<file path="config.mk">
export PLATFORM = sky130hd
export DESIGN_NAME = go_to_goal_pi_controller
export DESIGN_NICKNAME = d
export VERILOG_FILES = /design/src/rtl/core/gtg_pkg.sv /design/src/rtl/core/gtg_mul.sv /design/src/rtl/core/gtg_isqrt.sv /design/src/rtl/core/gtg_cordic.sv /design/src/rtl/core/go_to_goal_pi_controller.sv
export SDC_FILE = /design/constraint.sdc
export NUM_CORES = 2
export LEC_CHECK = 0
export BUFFER_PORTS_ARGS = -buffer_cell sky130_fd_sc_hd__buf_2
export CAP_MARGIN = 15
export CORE_MARGIN = 1
export CORE_UTILIZATION = 30
export CTS_CLUSTER_SIZE = 28
export DETAILED_ROUTE_END_ITERATION = 16
export HOLD_SLACK_MARGIN = 0.08
export PLACE_DENSITY = 0.4
export SYNTH_ARGS = -nofsm -noshare
export SYNTH_HDL_FRONTEND = slang
export SYNTH_SLANG_ARGS = --single-unit
export TNS_END_PERCENT = 100
</file>
<file path="constraint.sdc">
create_clock -name clk -period 20.5 [get_ports clk]
set_input_delay 1.025 -clock clk [delete_from_list [all_inputs] [get_ports clk]]
set_output_delay 1.025 -clock clk [all_outputs]
set_load 0.02 [all_outputs]
</file>
<file path="src/rtl/core/gtg_pkg.sv">
// ----------------------------------------------------------------------------
// gtg_pkg
// Shared types and constants of the go-to-goal PI controller.
// ----------------------------------------------------------------------------
package gtg_pkg;

	localparam int DW = 33;   // magnitude of a position difference
	localparam int XW = 36;   // CORDIC x/y datapath
	localparam int ZW = 30;   // CORDIC angle accumulator, Q.24
	localparam int BW = 19;   // bearing, Q3.13
	localparam int EW = 20;   // heading error, Q3.13
	localparam int MAW = 33;  // multiplier operand a
	localparam int MBW = 17;  // multiplier operand b
	localparam int MPW = MAW + MBW;

	localparam logic signed [ZW-1:0] PI_Q24 = ZW'(52707179);
	localparam logic signed [EW-1:0] PI_Q13 = EW'(25736);
	localparam logic signed [EW-1:0] TWO_PI_Q13 = EW'(51472);
	localparam logic [31:0] TEN_M_Q16 = 32'd655360;
	localparam logic [31:0] INTEGRAL_MAX = 32'hFFFF_FFFF;

	localparam logic [2:0] REG_MAX_VEL = 3'd0;
	localparam logic [2:0] REG_MAX_TURN = 3'd1;
	localparam logic [2:0] REG_KP_DIST = 3'd2;
	localparam logic [2:0] REG_KP_HEAD = 3'd3;
	localparam logic [2:0] REG_KI_DIST = 3'd4;
	localparam logic [2:0] REG_ARR_RAD = 3'd5;
	localparam logic [2:0] REG_TURN_ANG = 3'd6;
	localparam logic [2:0] REG_DEADBAND = 3'd7;

	typedef struct packed {
		logic start;
		logic busy;
	} unit_ctl_t;

	// atan(2^-i), Q.24 radians
	function automatic logic signed [ZW-1:0] atan_q24(input logic [4:0] i);
		logic signed [ZW-1:0] r;
		unique case (i)
			5'd0: r = ZW'(13176795);
			5'd1: r = ZW'(7778716);
			5'd2: r = ZW'(4110060);
			5'd3: r = ZW'(2086331);
			5'd4: r = ZW'(1047214);
			5'd5: r = ZW'(524117);
			5'd6: r = ZW'(262123);
			5'd7: r = ZW'(131069);
			5'd8: r = ZW'(65536);
			5'd9: r = ZW'(32768);
			5'd10: r = ZW'(16384);
			5'd11: r = ZW'(8192);
			5'd12: r = ZW'(4096);
			5'd13: r = ZW'(2048);
			5'd14: r = ZW'(1024);
			5'd15: r = ZW'(512);
			5'd16: r = ZW'(256);
			5'd17: r = ZW'(128);
			5'd18: r = ZW'(64);
			5'd19: r = ZW'(32);
			5'd20: r = ZW'(16);
			5'd21: r = ZW'(8);
			5'd22: r = ZW'(4);
			5'd23: r = ZW'(2);
			default: r = '0;
		endcase
		return r;
	endfunction

endpackage

</file>
<file path="src/rtl/core/gtg_mul.sv">
// ----------------------------------------------------------------------------
// gtg_mul
// Shared unsigned 33x17 multiplier with registered product.
// ----------------------------------------------------------------------------
module gtg_mul import gtg_pkg::*; (
	input  logic           clk,
	input  logic           en,
	input  logic [MAW-1:0] a,
	input  logic [MBW-1:0] b,
	output logic [MPW-1:0] p
);

	logic [MPW-1:0] p_q;

	always_ff @(posedge clk) begin
		if (en) begin
			p_q <= MPW'(a) * MPW'(b);
		end
	end

	assign p = p_q;

endmodule

</file>
<file path="src/rtl/core/gtg_isqrt.sv">
// ----------------------------------------------------------------------------
// gtg_isqrt
// Floor square root of a 64-bit value, one result bit per cycle.
// ----------------------------------------------------------------------------
module gtg_isqrt import gtg_pkg::*; (
	input  logic        clk,
	input  logic        arst_n,
	input  logic        start,
	input  logic [63:0] radicand,
	output logic        busy,
	output logic [31:0] root
);

	logic [63:0] rad_q;
	logic [33:0] rem_q;
	logic [31:0] root_q;
	logic [4:0]  cnt_q;
	logic        busy_q;
	logic [34:0] r2;
	logic [34:0] trial;

	assign r2 = {rem_q[32:0], rad_q[63:62]};
	assign trial = {1'b0, root_q, 2'b01};

	always_ff @(posedge clk or negedge arst_n) begin
		if (!arst_n) begin
			busy_q <= 1'b0;
			cnt_q <= '0;
		end else if (start) begin
			busy_q <= 1'b1;
			cnt_q <= '0;
		end else if (busy_q) begin
			cnt_q <= cnt_q + 5'd1;
			if (cnt_q == 5'd31) begin
				busy_q <= 1'b0;
			end
		end
	end

	always_ff @(posedge clk) begin
		if (start) begin
			rad_q <= radicand;
			rem_q <= '0;
			root_q <= '0;
		end else if (busy_q) begin
			rad_q <= {rad_q[61:0], 2'b00};
			if (r2 >= trial) begin
				rem_q <= 34'(r2 - trial);
				root_q <= {root_q[30:0], 1'b1};
			end else begin
				rem_q <= r2[33:0];
				root_q <= {root_q[30:0], 1'b0};
			end
		end
	end

	assign busy = busy_q;
	assign root = root_q;

endmodule

</file>
<file path="src/rtl/core/gtg_cordic.sv">
// ----------------------------------------------------------------------------
// gtg_cordic
// Vectoring CORDIC, one micro-rotation per cycle; bearing in Q3.13.
// ----------------------------------------------------------------------------
module gtg_cordic import gtg_pkg::*; #(
	parameter int STAGES = 16
) (
	input  logic                 clk,
	input  logic                 arst_n,
	input  logic                 start,
	input  logic signed [DW-1:0] dx,
	input  logic signed [DW-1:0] dy,
	output logic                 busy,
	output logic signed [BW-1:0] bearing
);

	localparam int CW = $clog2(STAGES);

	logic signed [XW-1:0] x_q, y_q;
	logic signed [ZW-1:0] z_q;
	logic [CW-1:0]        i_q;
	logic                 busy_q;
	logic signed [XW-1:0] xs, ys;
	logic signed [ZW-1:0] zr;

	assign xs = x_q >>> i_q;
	assign ys = y_q >>> i_q;

	always_ff @(posedge clk or negedge arst_n) begin
		if (!arst_n) begin
			busy_q <= 1'b0;
			i_q <= '0;
		end else if (start) begin
			busy_q <= 1'b1;
			i_q <= '0;
		end else if (busy_q) begin
			i_q <= i_q + CW'(1);
			if (i_q == CW'(STAGES - 1)) begin
				busy_q <= 1'b0;
			end
		end
	end

	always_ff @(posedge clk) begin
		if (start) begin
			// left half plane: fold over and preload +-pi
			if (dx < 0) begin
				x_q <= -XW'(dx);
				y_q <= -XW'(dy);
				z_q <= (dy >= 0) ? PI_Q24 : -PI_Q24;
			end else begin
				x_q <= XW'(dx);
				y_q <= XW'(dy);
				z_q <= '0;
			end
		end else if (busy_q) begin
			if (y_q > 0) begin
				x_q <= x_q + ys;
				y_q <= y_q - xs;
				z_q <= z_q + atan_q24(5'(i_q));
			end else begin
				x_q <= x_q - ys;
				y_q <= y_q + xs;
				z_q <= z_q - atan_q24(5'(i_q));
			end
		end
	end

	assign zr = z_q + ZW'(1024);
	assign busy = busy_q;
	assign bearing = BW'(zr >>> 11);

endmodule

</file>
<file path="src/rtl/core/go_to_goal_pi_controller.sv">
// ----------------------------------------------------------------------------
// go_to_goal_pi_controller
// Distance and bearing to a target, heading wrap, PI speed and P turn rate.
// ----------------------------------------------------------------------------
// Steps: an accepted input passes the squaring states S_SQ0 to S_SQ4, the bit-serial
// square root (S_SQS, S_ROOT), the error stage and S_M1 to S_M5 on one 33x17 multiplier.
// A new input is taken only in S_IDLE, so one item finishes before the next starts. A
// result still waiting for out_ready holds the block in its last step. The CORDIC runs
// beside the squaring and root; S_ROOT waits until both are done.
// Reset: registers return to their default values, the distance integral is zero.
module go_to_goal_pi_controller import gtg_pkg::*; #(
	parameter int CORDIC_STAGES = 16
) (
	input  logic               clk,
	input  logic               arst_n,
	input  logic               in_valid,
	output logic               in_ready,
	input  logic signed [31:0] pos_x,
	input  logic signed [31:0] pos_y,
	input  logic signed [15:0] heading,
	input  logic signed [31:0] target_x,
	input  logic signed [31:0] target_y,
	input  logic [15:0]        tick_seconds,
	output logic               out_valid,
	input  logic               out_ready,
	output logic [15:0]        linear_velocity,
	output logic signed [16:0] angular_velocity,
	output logic               arrived,
	output logic               integral_saturated,
	input  logic               psel,
	input  logic               penable,
	input  logic               pwrite,
	input  logic [4:0]         paddr,
	input  logic [31:0]        pwdata,
	output logic [31:0]        prdata,
	output logic               pready
);

	localparam logic [3:0] S_IDLE = 4'd0;
	localparam logic [3:0] S_SQ0  = 4'd1;
	localparam logic [3:0] S_SQ1  = 4'd2;
	localparam logic [3:0] S_SQ2  = 4'd3;
	localparam logic [3:0] S_SQ3  = 4'd4;
	localparam logic [3:0] S_SQ4  = 4'd5;
	localparam logic [3:0] S_SQS  = 4'd6;
	localparam logic [3:0] S_ROOT = 4'd7;
	localparam logic [3:0] S_ERR  = 4'd8;
	localparam logic [3:0] S_M1   = 4'd9;
	localparam logic [3:0] S_M2   = 4'd10;
	localparam logic [3:0] S_M3   = 4'd11;
	localparam logic [3:0] S_M4   = 4'd12;
	localparam logic [3:0] S_M5   = 4'd13;

	// configuration
	logic [15:0] max_vel_q, max_turn_q, kp_dist_q, kp_head_q, ki_dist_q;
	logic [30:0] arr_rad_q;
	logic [14:0] turn_ang_q, deadband_q;
	logic        cfg_wr;

	assign cfg_wr = psel && penable && pwrite;
	assign pready = 1'b1;

	always_ff @(posedge clk or negedge arst_n) begin
		if (!arst_n) begin
			max_vel_q <= 16'd4096;
			max_turn_q <= 16'd4096;
			kp_dist_q <= 16'd3277;
			kp_head_q <= 16'd4096;
			ki_dist_q <= 16'd819;
			arr_rad_q <= 31'd13107;
			turn_ang_q <= 15'd5147;
			deadband_q <= 15'd715;
		end else if (cfg_wr) begin
			unique case (paddr[4:2])
				REG_MAX_VEL:  max_vel_q <= pwdata[15:0];
				REG_MAX_TURN: max_turn_q <= pwdata[15:0];
				REG_KP_DIST:  kp_dist_q <= pwdata[15:0];
				REG_KP_HEAD:  kp_head_q <= pwdata[15:0];
				REG_KI_DIST:  ki_dist_q <= pwdata[15:0];
				REG_ARR_RAD:  arr_rad_q <= pwdata[30:0];
				REG_TURN_ANG: turn_ang_q <= pwdata[14:0];
				REG_DEADBAND: deadband_q <= pwdata[14:0];
				default: ;
			endcase
		end
	end

	always_comb begin
		unique case (paddr[4:2])
			REG_MAX_VEL:  prdata = {16'd0, max_vel_q};
			REG_MAX_TURN: prdata = {16'd0, max_turn_q};
			REG_KP_DIST:  prdata = {16'd0, kp_dist_q};
			REG_KP_HEAD:  prdata = {16'd0, kp_head_q};
			REG_KI_DIST:  prdata = {16'd0, ki_dist_q};
			REG_ARR_RAD:  prdata = {1'b0, arr_rad_q};
			REG_TURN_ANG: prdata = {17'd0, turn_ang_q};
			REG_DEADBAND: prdata = {17'd0, deadband_q};
			default:      prdata = '0;
		endcase
	end

	// datapath state
	logic [3:0]            state_q;
	logic signed [15:0]    hd_q;
	logic [15:0]           tick_q;
	logic [DW-1:0]         ax_q, ay_q;
	logic [65:0]           acc_q;
	logic [31:0]           errd_q;
	logic signed [EW-1:0]  erry_q;
	logic                  arr_q, sat_q;
	logic [48:0]           vacc_q;
	logic [31:0]           integral_q;
	logic                  out_valid_q;
	logic [15:0]           lin_q;
	logic signed [16:0]    ang_q;
	logic                  arrived_q, sat_out_q;

	logic                  accept;
	logic signed [DW-1:0]  dx_in, dy_in;
	unit_ctl_t             cr_ctl, sq_ctl;
	logic signed [BW-1:0]  bearing;
	logic [31:0]           root;

	assign accept = in_valid && in_ready;
	assign in_ready = (state_q == S_IDLE);
	assign dx_in = DW'(target_x) - DW'(pos_x);
	assign dy_in = DW'(target_y) - DW'(pos_y);
	assign cr_ctl.start = accept;
	assign sq_ctl.start = (state_q == S_SQS);

	gtg_cordic #(.STAGES(CORDIC_STAGES)) u_cordic (
		.clk     (clk),
		.arst_n  (arst_n),
		.start   (cr_ctl.start),
		.dx      (dx_in),
		.dy      (dy_in),
		.busy    (cr_ctl.busy),
		.bearing (bearing)
	);

	gtg_isqrt u_isqrt (
		.clk      (clk),
		.arst_n   (arst_n),
		.start    (sq_ctl.start),
		.radicand (acc_q[63:0]),
		.busy     (sq_ctl.busy),
		.root     (root)
	);

	// shared multiplier operand select
	logic           mul_en;
	logic [MAW-1:0] mul_a;
	logic [MBW-1:0] mul_b;
	logic [MPW-1:0] prod;
	logic [EW-1:0]  erry_abs;

	assign erry_abs = erry_q[EW-1] ? EW'(-erry_q) : EW'(erry_q);

	always_comb begin
		mul_en = 1'b1;
		mul_a = '0;
		mul_b = '0;
		unique case (state_q)
			S_SQ0: begin mul_a = ax_q; mul_b = {1'b0, ax_q[15:0]}; end
			S_SQ1: begin mul_a = ax_q; mul_b = ax_q[32:16]; end
			S_SQ2: begin mul_a = ay_q; mul_b = {1'b0, ay_q[15:0]}; end
			S_SQ3: begin mul_a = ay_q; mul_b = ay_q[32:16]; end
			S_M1:  begin mul_a = MAW'(errd_q); mul_b = MBW'(tick_q); end
			S_M2:  begin mul_a = MAW'(errd_q); mul_b = MBW'(kp_dist_q); end
			S_M3:  begin mul_a = MAW'(integral_q); mul_b = MBW'(ki_dist_q); end
			S_M4:  begin mul_a = MAW'(erry_abs); mul_b = MBW'(kp_head_q); end
			default: mul_en = 1'b0;
		endcase
	end

	gtg_mul u_mul (
		.clk (clk),
		.en  (mul_en),
		.a   (mul_a),
		.b   (mul_b),
		.p   (prod)
	);

	// error stage: wrap, arrival, turn-first
	logic signed [EW-1:0] e0, e1, e2, e2_abs;
	logic                 arr_now;
	logic [31:0]          dist_now;

	always_comb begin
		dist_now = (acc_q[65:64] != 2'b00) ? INTEGRAL_MAX : root;
		e0 = EW'(bearing) - EW'(hd_q);
		e1 = e0;
		if (e1 >= PI_Q13) begin
			e1 = e1 - TWO_PI_Q13;
		end
		if (e1 <= -PI_Q13) begin
			e1 = e1 + TWO_PI_Q13;
		end
		arr_now = (dist_now < {1'b0, arr_rad_q});
		e2 = arr_now ? '0 : e1;
		e2_abs = (e2 < 0) ? -e2 : e2;
	end

	// final stage
	logic [32:0] isum;
	logic [48:0] vsum;
	logic [32:0] v_raw;
	logic [34:0] wm;
	logic [22:0] wmag;
	logic [15:0] wlim;
	logic [15:0] v_cap;

	assign isum = {1'b0, integral_q} + {1'b0, prod[47:16]};
	assign vsum = vacc_q + 49'(prod[47:0]);
	assign v_raw = vacc_q[48:16];
	assign v_cap = (v_raw > {17'd0, max_vel_q}) ? max_vel_q : v_raw[15:0];

	always_comb begin
		wm = prod[34:0];
		wmag = erry_q[EW-1] ? 23'((wm + 35'd8191) >> 13) : 23'(wm >> 13);
		if ((erry_abs <= EW'(deadband_q)) || (errd_q >= TEN_M_Q16)) begin
			wmag = '0;
		end
		wlim = (wmag > {7'd0, max_turn_q}) ? max_turn_q : wmag[15:0];
	end

	always_ff @(posedge clk or negedge arst_n) begin
		if (!arst_n) begin
			state_q <= S_IDLE;
			integral_q <= '0;
			out_valid_q <= 1'b0;
		end else begin
			if ((state_q == S_M5) && (!out_valid_q || out_ready)) begin
				out_valid_q <= 1'b1;
			end else if (out_valid_q && out_ready) begin
				out_valid_q <= 1'b0;
			end
			unique case (state_q)
				S_IDLE: if (accept) state_q <= S_SQ0;
				S_SQ0:  state_q <= S_SQ1;
				S_SQ1:  state_q <= S_SQ2;
				S_SQ2:  state_q <= S_SQ3;
				S_SQ3:  state_q <= S_SQ4;
				S_SQ4:  state_q <= S_SQS;
				S_SQS:  state_q <= S_ROOT;
				S_ROOT: if (!sq_ctl.busy && !cr_ctl.busy) state_q <= S_ERR;
				S_ERR:  state_q <= S_M1;
				S_M1:   state_q <= S_M2;
				S_M2: begin
					state_q <= S_M3;
					integral_q <= (isum >= {1'b0, INTEGRAL_MAX}) ? INTEGRAL_MAX : isum[31:0];
				end
				S_M3:   state_q <= S_M4;
				S_M4:   state_q <= S_M5;
				S_M5: begin
					if (!out_valid_q || out_ready) begin
						state_q <= S_IDLE;
					end
				end
				default: state_q <= S_IDLE;
			endcase
		end
	end

	always_ff @(posedge clk) begin
		unique case (state_q)
			S_IDLE: begin
				if (accept) begin
					ax_q <= dx_in[DW-1] ? DW'(-dx_in) : DW'(dx_in);
					ay_q <= dy_in[DW-1] ? DW'(-dy_in) : DW'(dy_in);
					hd_q <= heading;
					tick_q <= tick_seconds;
				end
			end
			S_SQ1: acc_q <= 66'(prod);
			S_SQ2: acc_q <= acc_q + (66'(prod) << 16);
			S_SQ3: acc_q <= acc_q + 66'(prod);
			S_SQ4: acc_q <= acc_q + (66'(prod) << 16);
			S_ERR: begin
				arr_q <= arr_now;
				erry_q <= e2;
				errd_q <= (arr_now || (e2_abs > EW'(turn_ang_q))) ? '0 : dist_now;
			end
			S_M2: sat_q <= (isum >= {1'b0, INTEGRAL_MAX});
			S_M3: vacc_q <= 49'(prod[47:0]);
			S_M4: vacc_q <= vsum;
			S_M5: begin
				if (!out_valid_q || out_ready) begin
					lin_q <= v_cap;
					ang_q <= erry_q[EW-1] ? -17'(wlim) : 17'(wlim);
					arrived_q <= arr_q;
					sat_out_q <= sat_q;
				end
			end
			default: ;
		endcase
	end

	assign out_valid = out_valid_q;
	assign linear_velocity = lin_q;
	assign angular_velocity = ang_q;
	assign arrived = arrived_q;
	assign integral_saturated = sat_out_q;

	a_accept_leaves_idle: assert property (@(posedge clk) disable iff (!arst_n)
		accept |=> state_q != S_IDLE)
		else $error("accepted item did not start work");
	a_arrived_no_turn: assert property (@(posedge clk) disable iff (!arst_n)
		(out_valid && arrived) |-> angular_velocity == 17'sd0)
		else $error("turn rate nonzero on arrival");
	a_turn_limit: assert property (@(posedge clk) disable iff (!arst_n)
		out_valid |-> (angular_velocity <= $signed({1'b0, max_turn_q}))
			&& (angular_velocity >= -$signed({1'b0, max_turn_q})))
		else $error("turn rate beyond limit");
	a_sat_flag: assert property (@(posedge clk) disable iff (!arst_n)
		(out_valid && integral_saturated && state_q == S_IDLE) |-> integral_q == INTEGRAL_MAX)
		else $error("saturation flag without full integral");

endmodule

</file>
== After elaboration in Yosys (flattened, before gate mapping) ==
Memory sizes are Yosys's and may differ from the RTL's.
Index checks and enable logic that the tools add are counted.

* Register bits after elaboration: 772
* ROM bits: 768
* Input bits: 204
* Output and inout bits: 70
* Word-level logic and storage cells: 205
* Memories kept: 2

* $add $sub $neg: 27
* $mul: 1
* Order comparisons: 14
* Equality and inequality tests: 25
* Shift-type cells: 2
* Multiplexer cells: 59
* Reduce and logical (&&, ||, !) cells: 36

{| class="wikitable"
|+ Memory list
! name !! depth !! width !! rd ports !! clocked after Yosys merged registers in !! wr ports !! RTL line !! source
|-
| (name not given) || 16 || 24 || 1 || 0 || 0 || gtg_pkg.sv:39 || <nowiki>unique case (i)</nowiki>
|-
| (name not given) || 16 || 24 || 1 || 0 || 0 || gtg_pkg.sv:39 ||
|}

{| class="wikitable"
|+ Operators by type and width
! operator !! number
|-
| two-way mux 30 bit || 11
|-
| two-way mux 36 bit || 8
|-
| one-hot mux 32 bit (8 select lines) || 1
|-
| one-hot mux 66 bit (3 select lines) || 1
|-
| one-hot mux 33 bit (5 select lines) || 1
|-
| one-hot mux 17 bit (8 select lines) || 1
|-
| two-way mux 32 bit || 4
|-
| two-way mux 64 bit || 2
|-
| two-way mux 20 bit || 5
|-
| one-hot mux 49 bit (2 select lines) || 1
|-
| adder 36 bit || 2
|-
| negator 33 -> 36 bit || 2
|-
| >>> shifter 36 x 4 -> 36 bit || 2
|-
| subtractor 36 bit || 2
|-
| adder 66 x 50 -> 66 bit || 1
|-
| adder 66 bit || 1
|-
| negator 33 bit || 2
|-
| subtractor 32 x 32 -> 33 bit || 2
|-
| one-hot mux 4 bit (14 select lines) || 1
|-
| multiplier 33 x 17 -> 50 bit || 1
|-
| adder 49 x 48 -> 49 bit || 1
|-
| two-way mux 16 bit || 3
|-
| two-way mux 22 bit || 2
|-
| negator 20 bit || 2
|-
| other kinds (51) || 105
|}

== Depth between registers and ports, before layout ==
* Depth after elaboration: 11
* Depth in mapped cells: 47
* Mapped depth without buffers: 43

== Cells and area by module ==
Synthesis repeated with hierarchy kept, for this count alone.

* Cell total of the unflattened synthesis: 9542
* Area total of the unflattened synthesis: 85380.6 um^2

{| class="wikitable"
|+ By module, submodules not included
! module !! times used !! cells each !! area each (um^2) !! seq. area each (um^2)
|-
| go_to_goal_pi_controller || 1 || 4521 || 40314.9 || 13568.0
|-
| gtg_mul || 1 || 2139 || 19347.3 || 1501.4
|-
| gtg_cordic || 1 || 2154 || 17964.7 || 3188.1
|-
| gtg_isqrt || 1 || 728 || 7753.7 || 3373.2
|}

== Least setup slack after synthesis ==
Ideal clock, no wire load.

* Path type: reg2reg
* Start: register state_q[3]
* End: register u_mul.p_q[46], in the netlist u_mul.p[46], data pin
* Setup time: 0.258 ns
* Arrival: 9.226 ns
* Data required time: 20.242 ns
* Path slack: 11.016 ns
* Cell stages (with the launch flop): 42
* Buffers on the path: 5
* Clock period less this slack: 9.484 ns
* Cells stage by stage: dfrtp_1 > clkbuf_1 > nand2b_1 > clkbuf_1 > or3_1 > clkbuf_1 > o21ai_1 > clkbuf_1 > a22oi_1 > o211ai_1 > clkbuf_1 > nand2_1 > fa_1 > inv_1 > fa_1 > inv_1 > fa_1 > inv_1 > [6 not listed] > o21ai_0 > nand2b_1 > and2_1 > o21ai_0 > a21oi_1 > o21ai_0 > a31oi_1 > o211ai_1 > a311o_1 > a311oi_1 > a41oi_1 > a211oi_1 > o31ai_1 > a2111oi_0 > o21ai_0 > nand2b_1 > a21oi_1 > xnor2_1

* Cells in the longest elaborated chain, start to end: 4
* Elaborated cells on any way between the ends: 14
* Classes of those cells: 1 x mul; 8 x eq/ne; 2 x mux; 3 x reduce/logical

{| class="wikitable"
|+ Ends and longest elaborated chain
! element !! RTL line !! source
|-
| from (decl) || go_to_goal_pi_controller.sv:103 || <nowiki>logic [3:0] state_q;</nowiki>
|-
| from (signal assigned) || go_to_goal_pi_controller.sv:229 || <nowiki>state_q <= S_IDLE;</nowiki>
|-
| from (signal assigned) || go_to_goal_pi_controller.sv:239 || <nowiki>S_IDLE: if (accept) state_q <= S_SQ0;</nowiki>
|-
| from (signal assigned) || go_to_goal_pi_controller.sv:240 || <nowiki>S_SQ0: state_q <= S_SQ1;</nowiki>
|-
| == test 4 bit (tied with other cells) || go_to_goal_pi_controller.sv:163 || <nowiki>unique case (state_q)</nowiki>
|-
| OR reduction 2 bit (no source line) || -- ||
|-
| one-hot mux 33 bit (5 select lines) || go_to_goal_pi_controller.sv:163 ||
|-
| multiplier 33 x 17 -> 50 bit * || gtg_mul.sv:17 || <nowiki>p_q <= MPW'(a) * MPW'(b);</nowiki>
|-
| to (signal assigned) || gtg_mul.sv:17 ||
|-
| to (decl) || gtg_mul.sv:13 || <nowiki>logic [MPW-1:0] p_q;</nowiki>
|}

Every way passes the cells marked *; elsewhere a longest branch is shown, timed or not.
A chain may end at the register's enable or synchronous reset.

== Worst setup path after layout ==
Ends and elaborated chain as after synthesis.

==> run summary <==
OUTCOME
----------------------------------------------------------------------------------------------------
Status                                                                                  finished, violations left
Failing checks                                                                          design-rule violations

PLACEMENT
----------------------------------------------------------------------------------------------------
Weighted congestion at the end of routability-driven global placement                         0.9193
Pre-CTS worst setup slack                                                                   8.602 ns
Number of buffers inserted by port buffering                                                     268
Post-detailed-placement half-perimeter wirelength                                         240,800 um

SETUP PATH
----------------------------------------------------------------------------------------------------
Type of element capturing the critical path                                                     flop
Req. time, crit path                                                                        21.02 ns
Type of the worst setup path                                                                 reg2reg
Dominant delay contributor by cell family on the critical path                          compound AO/OA/AOI/OAI gates
Standard cell with the maximum stage delay on the critical path                         sky130_fd_sc_hd__a2111oi_0
Largest driver fanout on the critical path                                                        34
Critical Path Most Common Cell                                                          sky130_fd_sc_hd__fa_1
Combined buffer and inverter count along the critical path                                         4
Slowest Stage Delay on Critical Path                                                         0.91 ns
Worst setup SP type                                                                             flop
Data arrival time of the critical path                                                      12.53 ns

WORST HOLD PATH
----------------------------------------------------------------------------------------------------
Class of the tightest hold or removal check                                                 in2async

CLOCKING
----------------------------------------------------------------------------------------------------
Clock root buffer                                                                       sky130_fd_sc_hd__clkbuf_16
CTS Buf Count                                                                                    106
Post-CTS Hold Buffers                                                                              0
H-tree depth                                                                                       3
CTS resizes                                                                                        0
Number of post-CTS setup repair buffers                                                            0
Clock-pin slew reported for the worst setup and hold paths after clock tree synthesis        0.06 ns
Clk Latency, worst-skew pair                                                                 0.79 ns
Clock tree from TritonCTS                                                                      built
Clock tree buffer depth                                                                            3
Clock net sink count                                                                             772

DRT
----------------------------------------------------------------------------------------------------
DRC marker count from the first detailed-route iteration                                       4,887
DRC violation count after routing                                                                 12
Avg WL per Cell                                                                             24.05 um
Total routed wirelength                                                                   312,100 um
Total via count after detailed routing                                                        68.62k
Antenna-violating nets left                                                                        0
Detailed-router iteration count before antenna repair                                             12
Via density                                                                                    5.288

YOSYS
----------------------------------------------------------------------------------------------------
Register bit total from synthesis                                                                772
Number of warnings reported in the yosys synthesis log                                             0
Syn Inst Count                                                                                 9,193
Nets in the synthesized netlist                                                               10.50k
Post-synthesis cell type count                                                                   115
Synthesized area per cell                                                                 8.723 um^2
Mapped Area                                                                              80,190 um^2
Count of flip-flops with a built-in enable after synthesis                                       518
Seq/Total Area, Yosys                                                                         0.2698
Async set-reset flop share out of synthesis                                                   0.2448
Leading register cell type out of synthesis                                             sky130_fd_sc_hd__edfxtp_1

LAYOUT
----------------------------------------------------------------------------------------------------
Number of filler cells placed in the layout                                                   27.63k
Area delta synth->final                                                                       11.82%
Fin util                                                                                      0.3376
Area of the multi-input gates                                                            54,040 um^2
Area taken by flip-flops and latches                                                     21,650 um^2
Number of nets in the finished design                                                         10.66k
Ratio of cells with drive above 1 in the final layout                                        0.09770

FLOORPLANNING
----------------------------------------------------------------------------------------------------
Die area                                                                                269,400 um^2
Core Box Area                                                                           265,600 um^2
I/O Pins                                                                                         274
Effective utilization at floorplan                                                            0.3020
Cell Rows                                                                                        189
Die span in x                                                                                 519 um
Die boundary height                                                                           519 um

STA
----------------------------------------------------------------------------------------------------
Hold violation total from the final report                                                         0
Final clock skew                                                                          0.05072 ns
Maximum operating frequency                                                                83.26 MHz
Clock period minus worst slack                                                              12.01 ns
Setup repair after global routing missed its margin                                            false
Final count of negative-setup-slack endpoints                                                      0
Final setup slack of the worst path                                                         8.490 ns
Slew HR                                                                                       0.1672
Tightest Pin Transition                                                                     1.249 ns
Max-slew violations                                                                                0
Final setup TNS                                                                                 0 ns
Final critical-path share of the clock period                                                 0.5859

POWER AND IR DROP
----------------------------------------------------------------------------------------------------
Max IR drop VDD                                                                            0.1386 mV
Pwr per Cell Area                                                                       171.3 nW/um^2
Static Leakage                                                                              38.68 nW

GLOBAL ROUTING
----------------------------------------------------------------------------------------------------
Antenna violations before repair                                                                  18
Global-route congestion overflow total                                                             0
Largest net degree at the start of global routing                                                118
Via count of the first global-routing pass                                                    68.16k
First-pass GRT wire length                                                                455,900 um
Overall global routing resource usage                                                         0.2267

JOB
----------------------------------------------------------------------------------------------------
Max-cap violations                                                                                 0

[worst paths after layout]
check | start | to | slack (ns) | depth (start not counted)
min in group clk | heading[12] | hd_q[12] | 0.41 | 1
worst max register to register | state_q[3] | u_mul.p[46] | 8.49 | 35
max in group asynchronous | arst_n | u_isqrt.busy | 18.76 | 2
worst min-delay path | arst_n | u_cordic.i_q[1] | 0.21 | 1
worst max-delay path | state_q[3] | u_mul.p[46] | 8.49 | 35
worst min register to register | u_isqrt.rad_q[1] | u_isqrt.rad_q[3] | 0.51 | 2
[layer usage]
layer | part of all wire | GRT usage | vias to the layer above
li1 | - | - | 32440
met5 | 0.000042 | 0 | -
met4 | 0.045 | 0.08861 | 2
met1 | 0.44 | 0.2930 | 34050
met2 | 0.48 | 0.3867 | 1702
met3 | 0.039 | 0.02308 | 436
[report_power, final]
part           leakage (nW)  switching [W]  internal (W)  total [W]
clock network          1.80       0.000833       0.00119    0.00203
registers              7.63       0.000461       0.00254    0.00300
logic                  29.2        0.00632       0.00401     0.0103
[cell usage after synthesis (20+ instances only)]
library cell,n,area [um^2]
sky130_fd_sc_hd__a211oi_1,64,480.5
sky130_fd_sc_hd__a21o_1,175,1314
sky130_fd_sc_hd__a21oi_1,579,2898
sky130_fd_sc_hd__a221o_1,20,200.2
sky130_fd_sc_hd__a221oi_1,25,219.0
sky130_fd_sc_hd__a22o_1,25,219.0
sky130_fd_sc_hd__a22oi_1,114,855.8
sky130_fd_sc_hd__a31oi_1,116,725.7
sky130_fd_sc_hd__and2_1,84,525.5
sky130_fd_sc_hd__and3_1,80,500.5
sky130_fd_sc_hd__buf_1,37,138.9
sky130_fd_sc_hd__clkbuf_1,331,1242
sky130_fd_sc_hd__dfrtp_1,153,3829
sky130_fd_sc_hd__dfstp_2,36,945.9
sky130_fd_sc_hd__dfxtp_1,65,1301
sky130_fd_sc_hd__edfxtp_1,518,15550
sky130_fd_sc_hd__fa_1,474,9489
sky130_fd_sc_hd__ha_1,633,7920
sky130_fd_sc_hd__inv_1,849,3187
sky130_fd_sc_hd__mux2_2,76,855.8
sky130_fd_sc_hd__mux2i_1,128,1281
sky130_fd_sc_hd__mux4_2,48,1081
sky130_fd_sc_hd__nand2_1,1256,4715
sky130_fd_sc_hd__nand2b_1,104,650.6
sky130_fd_sc_hd__nand3_1,166,830.8
sky130_fd_sc_hd__nand4_1,74,462.9
sky130_fd_sc_hd__nor2_1,672,2522
sky130_fd_sc_hd__nor2b_1,114,713.2
sky130_fd_sc_hd__nor2b_2,28,245.2
sky130_fd_sc_hd__nor3_1,168,840.8
sky130_fd_sc_hd__nor3b_1,21,157.7
sky130_fd_sc_hd__nor4_1,46,287.8
sky130_fd_sc_hd__o211ai_1,47,352.8
sky130_fd_sc_hd__o21a_1,67,503.0
sky130_fd_sc_hd__o21ai_0,566,2833
sky130_fd_sc_hd__o21bai_1,46,345.3
sky130_fd_sc_hd__o22ai_1,35,219.0
sky130_fd_sc_hd__o31ai_1,64,480.5
sky130_fd_sc_hd__or2_2,35,219.0
sky130_fd_sc_hd__or3_1,89,556.8
sky130_fd_sc_hd__xnor2_1,394,3451
sky130_fd_sc_hd__xor2_1,244,2137
[metrics by stage]
stage          power [W]  instances  area (um^2)  hold slack [ns]
2_1_floorplan    0.01047       9193        80190           0.4003
3_3_place_gp     0.01321      12770        85910           0.5018
3_5_place_dp     0.01332      12770        85910           0.5031
4_1_cts          0.01543      12970        89630           0.1888
5_1_grt          0.01667      12970        89650           0.2101
6_report         0.01536      12980        89660           0.2051
[state kept, by name, summed over array words and instances (netlist names), 20 cells and up]
register / cells
u_cordic.z_q: 30
ax_q: 33
vacc_q: 49
u_cordic.y_q: 36
acc_q: 66
u_cordic.x_q: 36
erry_q: 20
errd_q: 32
integral_q: 32
ay_q: 33
u_isqrt.root: 32
arr_rad_q: 31
u_isqrt.rad_q: 64
u_isqrt.rem_q: 33
u_mul.p: 50
[layout by cell type (no fill, tap or decap), drive strengths merged, types with 64 or more instances in the layout]
cell       n
or3       89
nand4     74
and2      84
edfxtp   518
xnor2    396
and3      80
inv      861
fa       474
o21ai    584
ha       633
nand2b   104
nand2   1258
a22oi    114
nor2     676
nor2b    142
a31oi    116
mux2i    130
xor2     244
dfrtp    153
a21oi    583
nand3    167
o31ai     64
a211oi    67
mux2      76
buf      432
nor3     169
clkbuf   126
dfxtp     65
o21a      68
a21o     175
[layout make-up]
| cell class | instances | area share |
|---|---|---|
| Antenna cell | 7 | 0.0001954 |
| Clock buffer | 126 | 0.03122 |
| Clock inverter | 72 | 0.01023 |
| Inverter | 855 | 0.03588 |
| Multi-Input combinational cell | 7180 | 0.6027 |
| Sequential cell | 772 | 0.2414 |
| Tap cell | 3533 | 0.04930 |
| Timing Repair Buffer | 432 | 0.02903 |
[cell families after synthesis]
logic type                 Yosys count  share of synthesized area
muxes                              254                    0.04048
DFF                                772                     0.2698
buffers and inverters             1241                    0.05878
adders and majority gates         1107                     0.2171
and+or+nand+nor                   3011                     0.1730
other                                2                 0.00009366
AOI/OAI and AO/OA                 2166                     0.1707
xor gates and xnor gates           640                    0.07009
Note: power is estimated with default switching activity, not from simulation.
